<file path="config.mk">
export PLATFORM = sky130hd
export DESIGN_NAME = symmetric_fir_filter
export DESIGN_NICKNAME = d
export VERILOG_FILES = /design/src/rtl/core/sfir_pkg.sv /design/src/rtl/core/sfir_delay.sv /design/src/rtl/core/sfir_mac.sv /design/src/rtl/core/sfir_scale.sv /design/src/rtl/core/symmetric_fir_filter.sv
export VERILOG_INCLUDE_DIRS = /design/src /design/src/rtl/core
export SDC_FILE = /design/constraint.sdc
export NUM_CORES = 2
export LEC_CHECK = 0
export BUFFER_PORTS_ARGS = -buffer_cell sky130_fd_sc_hd__buf_4
export CAP_MARGIN = 20
export CORE_UTILIZATION = 35
export CTS_CLUSTER_DIAMETER = 80
export DETAILED_ROUTE_END_ITERATION = 12
export GPL_TIMING_DRIVEN = 0
export SLEW_MARGIN = 10
export SYNTH_ARGS = -nofsm -noshare
export SYNTH_HDL_FRONTEND = slang
export SYNTH_SLANG_ARGS = --single-unit
</file>
<file path="constraint.sdc">
create_clock -name clk -period 9.57 [get_ports clk]
set_input_delay 2.871 -clock clk [delete_from_list [all_inputs] [get_ports clk]]
set_output_delay 2.871 -clock clk [all_outputs]
set_load 0.1 [all_outputs]
</file>
<file path="src/rtl/core/symmetric_fir_filter_assert.svh">
// assertion macros for the symmetric fir filter
`ifndef SYMMETRIC_FIR_FILTER_ASSERT_SVH
`define SYMMETRIC_FIR_FILTER_ASSERT_SVH

// property must hold at every clock edge outside reset
`define SFIR_ASSERT(lbl, prop, msg) \
  lbl: assert property (@(posedge clk) disable iff (rst) prop) else $error(msg);

// condition must never be seen outside reset
`define SFIR_NEVER(lbl, cond, msg) \
  lbl: assert property (@(posedge clk) disable iff (rst) !(cond)) else $error(msg);

`endif

</file>
<file path="src/rtl/core/sfir_pkg.sv">
`default_nettype none

package sfir_pkg;

  localparam int TAPS_DEF      = 85;
  localparam int COEF_BITS_DEF = 16;
  localparam int SAMPLE_W      = 16;
  localparam int SLOT_W        = 6;
  localparam int SHIFT_W       = 5;
  localparam int APB_W         = 32;
  localparam int ADDR_W        = 3;

  localparam logic [SHIFT_W-1:0] SHIFT_RESET = 5'd15;

  // register index, taken from paddr above the byte offset
  localparam logic [ADDR_W-3:0] REG_OUTPUT_SHIFT = 1'b0;

  typedef enum logic {
    CMD_FILTER = 1'b0,
    CMD_COEF   = 1'b1
  } cmd_t;

  typedef enum logic [2:0] {
    ST_IDLE,
    ST_RUN,
    ST_DRAIN,
    ST_ROUND,
    ST_EMIT
  } state_t;

  typedef struct packed {
    logic clear;
    logic valid;
    logic mid;
  } mac_ctl_t;

endpackage

`default_nettype wire

</file>
<file path="src/rtl/core/sfir_delay.sv">
`default_nettype none

module sfir_delay #(
  parameter int TAPS = sfir_pkg::TAPS_DEF
) (
  input  logic                                  clk,
  input  logic                                  rst,
  input  logic                                  wr_en,
  input  logic [$clog2(TAPS)-1:0]               wr_addr,
  input  logic signed [sfir_pkg::SAMPLE_W-1:0]  wr_data,
  input  logic [$clog2(TAPS)-1:0]               rd_addr_a,
  input  logic [$clog2(TAPS)-1:0]               rd_addr_b,
  output logic signed [sfir_pkg::SAMPLE_W-1:0]  rd_a,
  output logic signed [sfir_pkg::SAMPLE_W-1:0]  rd_b
);
  import sfir_pkg::*;

  logic [SAMPLE_W-1:0] mem [TAPS];
  logic [TAPS-1:0]     vld;
  logic [SAMPLE_W-1:0] raw_a;
  logic [SAMPLE_W-1:0] raw_b;
  logic                vld_a;
  logic                vld_b;

  always_ff @(posedge clk) begin
    if (rst) begin
      vld <= '0;
    end else if (wr_en) begin
      vld[wr_addr] <= 1'b1;
    end
  end

  always_ff @(posedge clk) begin
    if (wr_en) begin
      mem[wr_addr] <= wr_data;
    end
    raw_a <= mem[rd_addr_a];
    raw_b <= mem[rd_addr_b];
    vld_a <= vld[rd_addr_a];
    vld_b <= vld[rd_addr_b];
  end

  // unwritten slots read as zero
  assign rd_a = vld_a ? raw_a : '0;
  assign rd_b = vld_b ? raw_b : '0;

endmodule

`default_nettype wire

</file>
<file path="src/rtl/core/sfir_mac.sv">
`default_nettype none

module sfir_mac #(
  parameter int COEF_BITS = sfir_pkg::COEF_BITS_DEF,
  parameter int ACC_W     = 42
) (
  input  logic                                  clk,
  input  logic                                  rst,
  input  sfir_pkg::mac_ctl_t                    ctl,
  input  logic signed [sfir_pkg::SAMPLE_W-1:0]  a,
  input  logic signed [sfir_pkg::SAMPLE_W-1:0]  b,
  input  logic signed [COEF_BITS-1:0]           coef,
  output logic                                  busy,
  output logic signed [ACC_W-1:0]               acc
);
  import sfir_pkg::*;

  localparam int FOLD_W = SAMPLE_W + 1;
  localparam int PROD_W = FOLD_W + COEF_BITS;

  logic signed [FOLD_W-1:0]    fold_sum;
  logic signed [FOLD_W-1:0]    fold_q;
  logic signed [COEF_BITS-1:0] coef_q;
  logic signed [PROD_W-1:0]    prod_q;
  logic                        v1;
  logic                        v2;

  // middle tap stands alone
  assign fold_sum = {a[SAMPLE_W-1], a} + (ctl.mid ? '0 : {b[SAMPLE_W-1], b});

  always_ff @(posedge clk) begin
    if (rst) begin
      v1 <= 1'b0;
      v2 <= 1'b0;
    end else begin
      v1 <= ctl.valid;
      v2 <= v1;
    end
  end

  always_ff @(posedge clk) begin
    fold_q <= fold_sum;
    coef_q <= coef;
    prod_q <= fold_q * coef_q;
  end

  always_ff @(posedge clk) begin
    if (rst || ctl.clear) begin
      acc <= '0;
    end else if (v2) begin
      acc <= acc + {{(ACC_W-PROD_W){prod_q[PROD_W-1]}}, prod_q};
    end
  end

  assign busy = v1 | v2;

endmodule

`default_nettype wire

</file>
<file path="src/rtl/core/sfir_scale.sv">
`default_nettype none

module sfir_scale #(
  parameter int ACC_W = 42
) (
  input  logic                                  clk,
  input  logic                                  load,
  input  logic signed [ACC_W-1:0]               acc,
  input  logic [sfir_pkg::SHIFT_W-1:0]          shift,
  output logic signed [sfir_pkg::SAMPLE_W-1:0]  filtered,
  output logic                                  saturated
);
  import sfir_pkg::*;

  localparam int RND_W = ((ACC_W > 32) ? ACC_W : 32) + 1;
  localparam logic signed [RND_W-1:0] SMAX = RND_W'(2**(SAMPLE_W-1) - 1);
  localparam logic signed [RND_W-1:0] SMIN = -SMAX - RND_W'(1);

  logic signed [RND_W-1:0] bias;
  logic signed [RND_W-1:0] rnd;
  logic signed [RND_W-1:0] shifted;

  assign bias = (shift == '0) ? '0 : (RND_W'(1) << (shift - SHIFT_W'(1)));

  always_ff @(posedge clk) begin
    if (load) begin
      rnd <= {{(RND_W-ACC_W){acc[ACC_W-1]}}, acc} + bias;
    end
  end

  assign shifted = rnd >>> shift;

  always_comb begin
    saturated = 1'b0;
    filtered  = SAMPLE_W'(shifted);
    if (shifted > SMAX) begin
      saturated = 1'b1;
      filtered  = SAMPLE_W'(SMAX);
    end else if (shifted < SMIN) begin
      saturated = 1'b1;
      filtered  = SAMPLE_W'(SMIN);
    end
  end

endmodule

`default_nettype wire

</file>
<file path="src/rtl/core/symmetric_fir_filter.sv">
// symmetric fir filter, odd length, 16-bit signed samples
// request channel: cmd_valid/cmd_ready with command, sample_in, coef_slot,
//   coef_value. command filter stores a sample and yields one result,
//   command coef writes one half-table coefficient and yields none
// result channel: res_valid/res_ready with filtered and saturated
// config: apb port, output_shift at byte address 0, reset value 15
// a filter request runs one shared fold-multiply-accumulate over the
//   (TAPS+1)/2 coefficients, one per cycle, then drains the read, fold,
//   multiply and accumulate stages and rounds
// the next request is taken the cycle after the result is loaded, even
//   while that result still waits; if the receiver stalls, a following
//   filter request finishes and then holds until the result register frees
// reset clears the delay line, the coefficient table, the pointer and
//   the result valid flag
`default_nettype none

module symmetric_fir_filter #(
  parameter int TAPS      = sfir_pkg::TAPS_DEF,
  parameter int COEF_BITS = sfir_pkg::COEF_BITS_DEF
) (
  input  logic                                  clk,
  input  logic                                  rst,
  input  logic                                  cmd_valid,
  output logic                                  cmd_ready,
  input  logic                                  command,
  input  logic signed [sfir_pkg::SAMPLE_W-1:0]  sample_in,
  input  logic [sfir_pkg::SLOT_W-1:0]           coef_slot,
  input  logic signed [sfir_pkg::SAMPLE_W-1:0]  coef_value,
  output logic                                  res_valid,
  input  logic                                  res_ready,
  output logic signed [sfir_pkg::SAMPLE_W-1:0]  filtered,
  output logic                                  saturated,
  input  logic                                  psel,
  input  logic                                  penable,
  input  logic                                  pwrite,
  input  logic [sfir_pkg::ADDR_W-1:0]           paddr,
  input  logic [sfir_pkg::APB_W-1:0]            pwdata,
  output logic [sfir_pkg::APB_W-1:0]            prdata,
  output logic                                  pready
);
  import sfir_pkg::*;

`include "symmetric_fir_filter_assert.svh"

  localparam int MID   = (TAPS - 1) / 2;
  localparam int PW    = $clog2(TAPS);
  localparam int CI_W  = $clog2(MID + 1);
  localparam int ACC_W = SAMPLE_W + 1 + COEF_BITS + CI_W + 1;

  state_t                      state;
  state_t                      state_next;
  logic [SHIFT_W-1:0]          output_shift;
  logic [PW-1:0]               wp;
  logic [PW-1:0]               a_ptr;
  logic [PW-1:0]               b_ptr;
  logic [CI_W-1:0]             k;
  logic                        rd_v;
  logic                        rd_mid;
  logic                        accept;
  logic                        filt_acc;
  logic                        coef_wr;
  logic                        emit;
  logic                        reg_wr;
  logic [COEF_BITS-1:0]        cmem [MID+1];
  logic [MID:0]                cvalid;
  logic [COEF_BITS-1:0]        coef_raw;
  logic                        cvld_q;
  logic signed [COEF_BITS-1:0] coef_rd;
  logic signed [SAMPLE_W-1:0]  dl_a;
  logic signed [SAMPLE_W-1:0]  dl_b;
  mac_ctl_t                    mac_ctl;
  logic                        mac_busy;
  logic signed [ACC_W-1:0]     acc;
  logic signed [SAMPLE_W-1:0]  sc_filtered;
  logic                        sc_saturated;

  // apb
  assign pready = 1'b1;
  assign reg_wr = psel && penable && pwrite && (paddr[ADDR_W-1:2] == REG_OUTPUT_SHIFT);
  assign prdata = (paddr[ADDR_W-1:2] == REG_OUTPUT_SHIFT) ?
                  {{(APB_W-SHIFT_W){1'b0}}, output_shift} : '0;

  always_ff @(posedge clk) begin
    if (rst) begin
      output_shift <= SHIFT_RESET;
    end else if (reg_wr) begin
      output_shift <= pwdata[SHIFT_W-1:0];
    end
  end

  // sequencer
  assign cmd_ready = (state == ST_IDLE);
  assign accept    = cmd_valid && cmd_ready;
  assign filt_acc  = accept && (command == CMD_FILTER);
  assign coef_wr   = accept && (command == CMD_COEF) && (int'(coef_slot) <= MID);

  always_comb begin
    state_next = state;
    emit       = 1'b0;
    unique case (state)
      ST_IDLE: begin
        if (filt_acc) state_next = ST_RUN;
      end
      ST_RUN: begin
        if (k == CI_W'(MID)) state_next = ST_DRAIN;
      end
      ST_DRAIN: begin
        if (!rd_v && !mac_busy) state_next = ST_ROUND;
      end
      ST_ROUND: begin
        state_next = ST_EMIT;
      end
      ST_EMIT: begin
        if (!res_valid || res_ready) begin
          emit       = 1'b1;
          state_next = ST_IDLE;
        end
      end
      default: state_next = ST_IDLE;
    endcase
  end

  always_ff @(posedge clk) begin
    if (rst) begin
      state     <= ST_IDLE;
      wp        <= PW'(TAPS - 1);
      k         <= '0;
      rd_v      <= 1'b0;
      rd_mid    <= 1'b0;
      res_valid <= 1'b0;
    end else begin
      state  <= state_next;
      rd_v   <= (state == ST_RUN);
      rd_mid <= (k == CI_W'(MID));
      if (filt_acc) begin
        k <= '0;
      end else if (state == ST_RUN && k != CI_W'(MID)) begin
        k <= k + CI_W'(1);
      end
      if (state == ST_RUN && k == CI_W'(MID)) begin
        wp <= (wp == '0) ? PW'(TAPS - 1) : wp - PW'(1);
      end
      if (emit) begin
        res_valid <= 1'b1;
      end else if (res_ready) begin
        res_valid <= 1'b0;
      end
    end
  end

  // tap pointers walk inward from the newest and oldest samples
  always_ff @(posedge clk) begin
    if (filt_acc) begin
      a_ptr <= wp;
      b_ptr <= (wp == '0) ? PW'(TAPS - 1) : wp - PW'(1);
    end else if (state == ST_RUN) begin
      a_ptr <= (a_ptr == PW'(TAPS - 1)) ? '0 : a_ptr + PW'(1);
      b_ptr <= (b_ptr == '0) ? PW'(TAPS - 1) : b_ptr - PW'(1);
    end
    if (emit) begin
      filtered  <= sc_filtered;
      saturated <= sc_saturated;
    end
  end

  // coefficient table
  always_ff @(posedge clk) begin
    if (rst) begin
      cvalid <= '0;
    end else if (coef_wr) begin
      cvalid[CI_W'(coef_slot)] <= 1'b1;
    end
  end

  always_ff @(posedge clk) begin
    if (coef_wr) begin
      cmem[CI_W'(coef_slot)] <= COEF_BITS'($unsigned(coef_value));
    end
    coef_raw <= cmem[k];
    cvld_q   <= cvalid[k];
  end

  assign coef_rd = cvld_q ? coef_raw : '0;

  sfir_delay #(
    .TAPS (TAPS)
  ) u_delay (
    .clk       (clk),
    .rst       (rst),
    .wr_en     (filt_acc),
    .wr_addr   (wp),
    .wr_data   (sample_in),
    .rd_addr_a (a_ptr),
    .rd_addr_b (b_ptr),
    .rd_a      (dl_a),
    .rd_b      (dl_b)
  );

  assign mac_ctl.clear = filt_acc;
  assign mac_ctl.valid = rd_v;
  assign mac_ctl.mid   = rd_mid;

  sfir_mac #(
    .COEF_BITS (COEF_BITS),
    .ACC_W     (ACC_W)
  ) u_mac (
    .clk  (clk),
    .rst  (rst),
    .ctl  (mac_ctl),
    .a    (dl_a),
    .b    (dl_b),
    .coef (coef_rd),
    .busy (mac_busy),
    .acc  (acc)
  );

  sfir_scale #(
    .ACC_W (ACC_W)
  ) u_scale (
    .clk       (clk),
    .load      (state == ST_ROUND),
    .acc       (acc),
    .shift     (output_shift),
    .filtered  (sc_filtered),
    .saturated (sc_saturated)
  );

  `SFIR_NEVER(a_wp_range, wp > PW'(TAPS - 1), "write pointer out of range")
  `SFIR_ASSERT(a_filter_starts, filt_acc |=> state == ST_RUN, "filter request did not start")
  `SFIR_ASSERT(a_run_ends, state == ST_RUN && k == CI_W'(MID) |=> state == ST_DRAIN, "run overran")
  `SFIR_ASSERT(a_emit_holds, res_valid && !res_ready |=> res_valid, "result overwritten")

endmodule

`default_nettype wire
</file>
After elaboration in Yosys (flattened, before gate mapping)
Memories as Yosys holds them, arrays and structs flattened. A register that Yosys moved wholly into a read port is not among the register bits. Cells that the tools add are included.

Register bits after elaboration: 335. Memory bits (writable): 2048. Input bits: 81. Output and inout port bits: 52. Logic and storage cells: 124. Memories kept: 2.

Add/sub/neg operators: 8. Multipliers: 1. $lt $le $gt $ge: 10. Eq/ne operators: 11. Shifts and indexed selects: 2. Muxes and demuxes: 37. Bitwise logic cells: 5. Reductions and logical operators: 25.

Memory list: u_delay.mem (depth 85, width 16, read ports 2, clocked after Yosys merged registers in 2, wr ports 1, RTL line sfir_delay.sv:18) `logic [SAMPLE_W-1:0] mem [TAPS];`; cmem (depth 43, width 16, read ports 1, clocked after Yosys merged registers in 1, wr ports 1, RTL line symmetric_fir_filter.sv:64) `logic [COEF_BITS-1:0] cmem [MID+1];`.

Operator list (number): 85-bit OR (1); 7-bit 2-to-1 mux (7); 16-bit 2-to-1 mux (3); 43-bit OR (1); 41-bit adder (1); 41-bit by 16-bit > comparator with 1-bit output (second input constant) (1); 41-bit by 16-bit less-than comparator with 1-bit output (second input constant) (1); 41-bit 2-to-1 mux (1); 1-bit by 5-bit left shift with 41-bit output (first input constant) (1); 41-bit by 5-bit >>> shifter with 41-bit output (1); 40-bit adder (1); 17-bit by 16-bit multiplier with 33-bit output (1); 7-bit by 8-bit less-than comparator with 1-bit output (second input constant) (3); 17-bit adder (1); 17-bit 2-to-1 mux (1); 3-bit case mux with 5 select lines (1); 1-bit binary-select mux with 7-bit select (2); 7-bit zero test (2); 6-bit by 7-bit less-than comparator with 1-bit output (second input constant) (2); 1-bit 2-to-1 mux (14); 7-bit by 1-bit subtractor with 7-bit output (second input constant) (2); 1-bit logical AND (12); 3-bit 2-to-1 mux (4); 7-bit by 1-bit adder with 7-bit output (second input constant) (1); other kinds (26) (34).

Logic depth before layout (Yosys ltp)
Depth after elaboration: 6. Depth in mapped cells: 24. Depth with buffers taken out: 22.

By module
From an unflattened synthesis, not the netlist that was laid out.

Cells, all modules: 8078. Area, all modules: 121739.3 um^2.

By module, submodules not included: sfir_delay (times used 1, cells an instance 3796, area each 68215.4 um^2, sequential area each 43221.5 um^2); symmetric_fir_filter (times used 1, cells an instance 1834, area each 31833.0 um^2, sequential area each 23272.3 um^2); sfir_mac (times used 1, cells an instance 1770, area each 15956.6 um^2, sequential area each 2162.1 um^2); sfir_scale (times used 1, cells an instance 678, area each 5734.2 um^2, sequential area each 1231.2 um^2).

Worst setup path before layout
OpenSTA, ideal clock, no wires.

Path kind: input port to output port. Start: in paddr[2] (netlist name). End: out prdata[1] (netlist name). Arrival time: 4.206 ns. Data required time: 6.699 ns. Slack: 2.493 ns. Stages on the path: 1. Buffers on the path: 0. Path through: nor2b_1.

Word-level cells in the longest chain between the ends: 1.

Ends and longest elaborated chain: start: declaration (RTL line symmetric_fir_filter.sv:36) `input logic [sfir_pkg::ADDR_W-1:0] paddr,`; 5-bit 2-to-1 mux (RTL line symmetric_fir_filter.sv:80) `assign prdata = (paddr[ADDR_W-1:2] == REG_OUTPUT_SHIFT) ?`; end: declaration (RTL line symmetric_fir_filter.sv:38) `output logic [sfir_pkg::APB_W-1:0] prdata,`.

No other way between the ends.

Worst setup path in the final report
Start: reg u_mac.coef_q[7]. End: reg u_mac.prod_q[32].

Word-level cells in the longest chain between the ends: 1.

Ends and longest elaborated chain: start: declaration (RTL line sfir_mac.sv:23) `logic signed [COEF_BITS-1:0] coef_q;`; start signal: assignment (RTL line sfir_mac.sv:43) `coef_q <= coef;`; 17-bit by 16-bit multiplier with 33-bit output (RTL line sfir_mac.sv:44) `prod_q <= fold_q * coef_q;`; end signal: assignment (RTL line sfir_mac.sv:44); end: declaration (RTL line sfir_mac.sv:24) `logic signed [PROD_W-1:0] prod_q;`.

No other way between the ends. A chain may end at the register's enable or synchronous reset.

==> summary.txt <==
Status
  • Status: complete, but fails checks
  • Failing checks: design-rule violations

Layout
  • Area occupied by multi-input gates: 0.0472 mm2
  • Layout area overhead: 14.5%
  • Layout cells sized above 1: 26.9%
  • Register area: 0.0699 mm2
  • Filler cells: 30,600
  • Non-filler cells, final: 12,400
  • Fin nets: 8,125

Clock tree
  • Clock H-tree levels: 5
  • TritonCTS clock tree: yes
  • Clock tree buffer depth: 4
  • Setup Buffers After CTS: 0
  • Clock Latency Late Sink: 0.91 ns
  • Clk slew on worst S/H paths: 0.06 ns
  • Num CTS Buffers: 278
  • CTS sink cnt: 2,431
  • Clock root buffer master: clkbuf_16
  • Hold buffers post-CTS: 0
  • Resize count post-CTS: 0

Min path
  • Cell depth of the worst hold path: 1
  • Worst Hold Path EP: u_mac.coef_q[10]
  • Worst hold path class: reg2reg
  • Min-delay src: coef_raw[10]

Critical path
  • CP Capture Type: register
  • R2R Setup Slk: 2.19 ns
  • RR Endpoint: u_mac.prod_q[32]
  • Critical Path Start Type: register
  • Critical Path RT: 10.29 ns
  • Setup Crit Path Kind: reg2reg
  • R2R depth: 24
  • Worst r2r src: u_mac.coef_q[7]
  • Crit-path max FO: 10
  • Arrival time at the worst endpoint: 8.10 ns

Yosys
  • Warnings from Yosys: 0
  • Post-Syn Area: 0.120 mm2
  • Async S/R FF share, synth: 0%
  • Synth area leaders: edfxtp_1 53%, mux4_2 21%, dfxtp_1 5.2%, fa_1 4.7%, ha_1 1.9%
  • FF+latch count, synth: 2,431
  • Top cell type's share of synthesized area: 53.2%
  • EDFF count, synth: 2,120
  • Synth unique cells: 83
  • Mean Syn Cell Area: 16.9 um2
  • Yosys top cell by area: edfxtp_1
  • Cells after Synth: 7,103
  • Synth Flop Type: edfxtp_1
  • Sequential share of the synthesized area: 58.4%

Timing
  • Final hold vios: 0
  • Slew at the pin closest to its max-slew limit: 1.27 ns
  • Slew Viols, Final: 0
  • RSZ-0062 raised after global routing: no
  • Final Skew: 0.0871 ns
  • Post-route minimum period: 7.38 ns
  • Final period util: 77.1%
  • Max-Slew Margin vs Limit: 15.2%
  • Final hold slack: 0.436 ns
  • Setup_tns: 0 ns
  • Setup ws final: 2.19 ns
  • Fmax: 0.136 GHz
  • Endpoints failing setup: 0

Global route
  • Grt ovf: 0
  • First-pass GRT wire length: 546,000 um
  • Initial antenna violation count: 34
  • Total global-route track usage: 22.4%
  • Pin count of the biggest net entering global routing: 86
  • Vias in the first global route: 71,700

Floorplanning
  • Die area: 0.344 mm2
  • Site Rows: 214
  • Core area: 0.340 mm2
  • Io pins: 133
  • Die Span Y: 587 um
  • Starting Density: 35.2%
  • Die Width: 587 um

Place
  • Placer Congestion: 0.980
  • IO Port Bufs: 74
  • Cells after DPL: 11,800
  • Hpwl dp: 273,000 um
  • Setup WS pre-CTS: 2.32 ns

Routing
  • Via density: 5.82
  • DR WL/cell: 31.7 um
  • DR pass1 iterations: 11
  • Routed wire length: 391,000 um
  • Remaining DRCs: 16
  • Starting DRT DRC Count: 9,392
  • Vias post-DR: 71,800
  • Final ANT Viol Nets: 0

Flow run
  • Max-cap violations: 0

Pwr
  • Design Power: 25.5 mW
  • PD cells: 186 mW/mm2
  • VDD IR max: 0.142 mV
  • Lkg Pwr: 46.2 nW
-- cells in the mapped netlist (18+ instances only) --
master / n
a211oi_1: 36
xor2_1: 49
a21o_1: 45
clkbuf_1: 253
or3_1: 19
xnor2_1: 74
o21ai_0: 177
nor2b_1: 39
buf_4: 43
ha_1: 179
o21ba_2: 24
mux2_2: 40
nand3_1: 50
nor3_1: 58
edfxtp_1: 2120
a21oi_1: 140
o211ai_1: 31
buf_2: 97
buf_1: 58
nand2_1: 349
mux4_2: 1124
dfxtp_1: 311
nand2b_1: 29
mux2i_1: 128
and3_1: 26
fa_1: 279
and2_1: 192
nor2_1: 538
o21a_1: 18
inv_1: 350
-- cells by family after synthesis --
| group | share of synthesized area (%) |
|---|---|
| AO/OA/AOI/OAI | 3.36 |
| XOR/XNOR | 0.900 |
| adder cells (fa/ha/maj) | 6.54 |
| buffers and inverters | 2.80 |
| flip-flops | 58.4 |
| multiplexers | 22.8 |
| other | 0.00627 |
| AND/OR/NAND/NOR | 5.17 |
-- registers in the layout (all words and copies together), names as in the netlist, 17 cells and up --
name / cells
u_delay.mem: 1360
cmem: 688
u_delay.vld: 85
cvalid: 43
u_scale.rnd: 41
u_mac.acc: 40
u_mac.prod_q: 33
u_mac.fold_q: 17
-- final cells by class --
cell class,instances,share of cell area (%)
diodes,10,0.0183
plain buffers,454,1.51
clock buffers,354,5.44
clock inverters,145,0.980
inverters,355,0.972
multi-input cells,3889,34.5
flip-flops and latches,2431,51.0
well taps,4536,4.14
repair buffers,177,1.46
-- stage by stage --
step	instance area, um2	util, %
detailed placement	128000	37.7
global route	137000	40.3
floorplan	120000	-
global placement	126000	37.1
CTS	137000	40.3
finish	137000	40.3
-- critical path, stage by stage, from the launching register on --
cell	delay, ns
dfxtp_1	0.30
clkbuf_1	0.49
clkbuf_1	0.48
nand2_1	0.15
fa_1	0.55
inv_1	0.05
fa_1	0.50
inv_1	0.05
fa_1	0.52
inv_1	0.04
fa_1	0.44
fa_1	0.49
inv_1	0.05
fa_1	0.47
inv_1	0.04
ha_1	0.36
nand2_1	0.11
nor2_1	0.17
nand3_1	0.12
o311ai_1	0.64
a21oi_1	0.28
a211oi_1	0.42
o21ai_0	0.20
nand4bb_1	0.13
o211ai_1	0.12
-- how the worst max path moves through the flow --
stage                    startpoint                 end  slack (ns)  depth (start not counted)
global placement          cmd_valid  u_delay.mem[63][8]        2.03                          8
CTS                 u_mac.coef_q[7]    u_mac.prod_q[32]        2.24                         24
finish              u_mac.coef_q[7]    u_mac.prod_q[32]        2.19                         24
global route        u_mac.coef_q[7]    u_mac.prod_q[32]        1.79                         24
detailed placement  u_mac.coef_q[7]    u_mac.prod_q[32]        2.32                         24
floorplan                  paddr[2]           prdata[1]        2.49                          1
-- layout by cell type (no fill, tap or decap), types with 17 or more instances in the layout --
cell,synthesis,routed
o21ai_0,177,177
nand3_1,50,47
inv_1,350,350
a21o_1,45,45
xnor2_1,74,74
nor2_4,0,67
nand2_1,349,349
buf_8,0,76
conb_1,2,28
nor3_1,58,58
clkbuf_1,253,282
and3_1,26,26
buf_2,97,109
o21ba_2,24,24
edfxtp_1,2120,2120
mux2_2,40,40
bufinv_16,0,17
nand2b_1,29,29
buf_4,43,121
fa_1,279,279
a21oi_1,140,140
dfxtp_1,311,311
mux2i_1,128,128
or3_1,19,19
mux4_2,1124,1124
buf_1,58,47
o21a_1,18,18
clkbuf_2,0,32
ha_1,179,179
nor2_2,0,59
clkbuf_16,0,284
o211ai_1,31,31
nor2_1,538,412
xor2_1,49,49
and2_1,192,190
clkinv_1,2,50
buf_6,2,22
a211oi_1,36,36
clkinv_2,0,43
nor2b_1,39,39
-- routing by layer --
metal	GRT usage (%)	share of wire [%]	up-vias
met2	34.6	45	3941
met4	9.69	4.9	20
met1	30.3	39	38200
met5	0	0.043	-
li1	-	-	28900
met3	5.04	10	771
-- power by group --
group | internal (mW) | switching [mW]
Clock | 6.01 | 4.43
Combinational | 1.22 | 2.21
Sequential | 11.6 | 0.0427
Total | 18.8 | 6.68
Note: power is estimated with default switching activity, not from simulation.
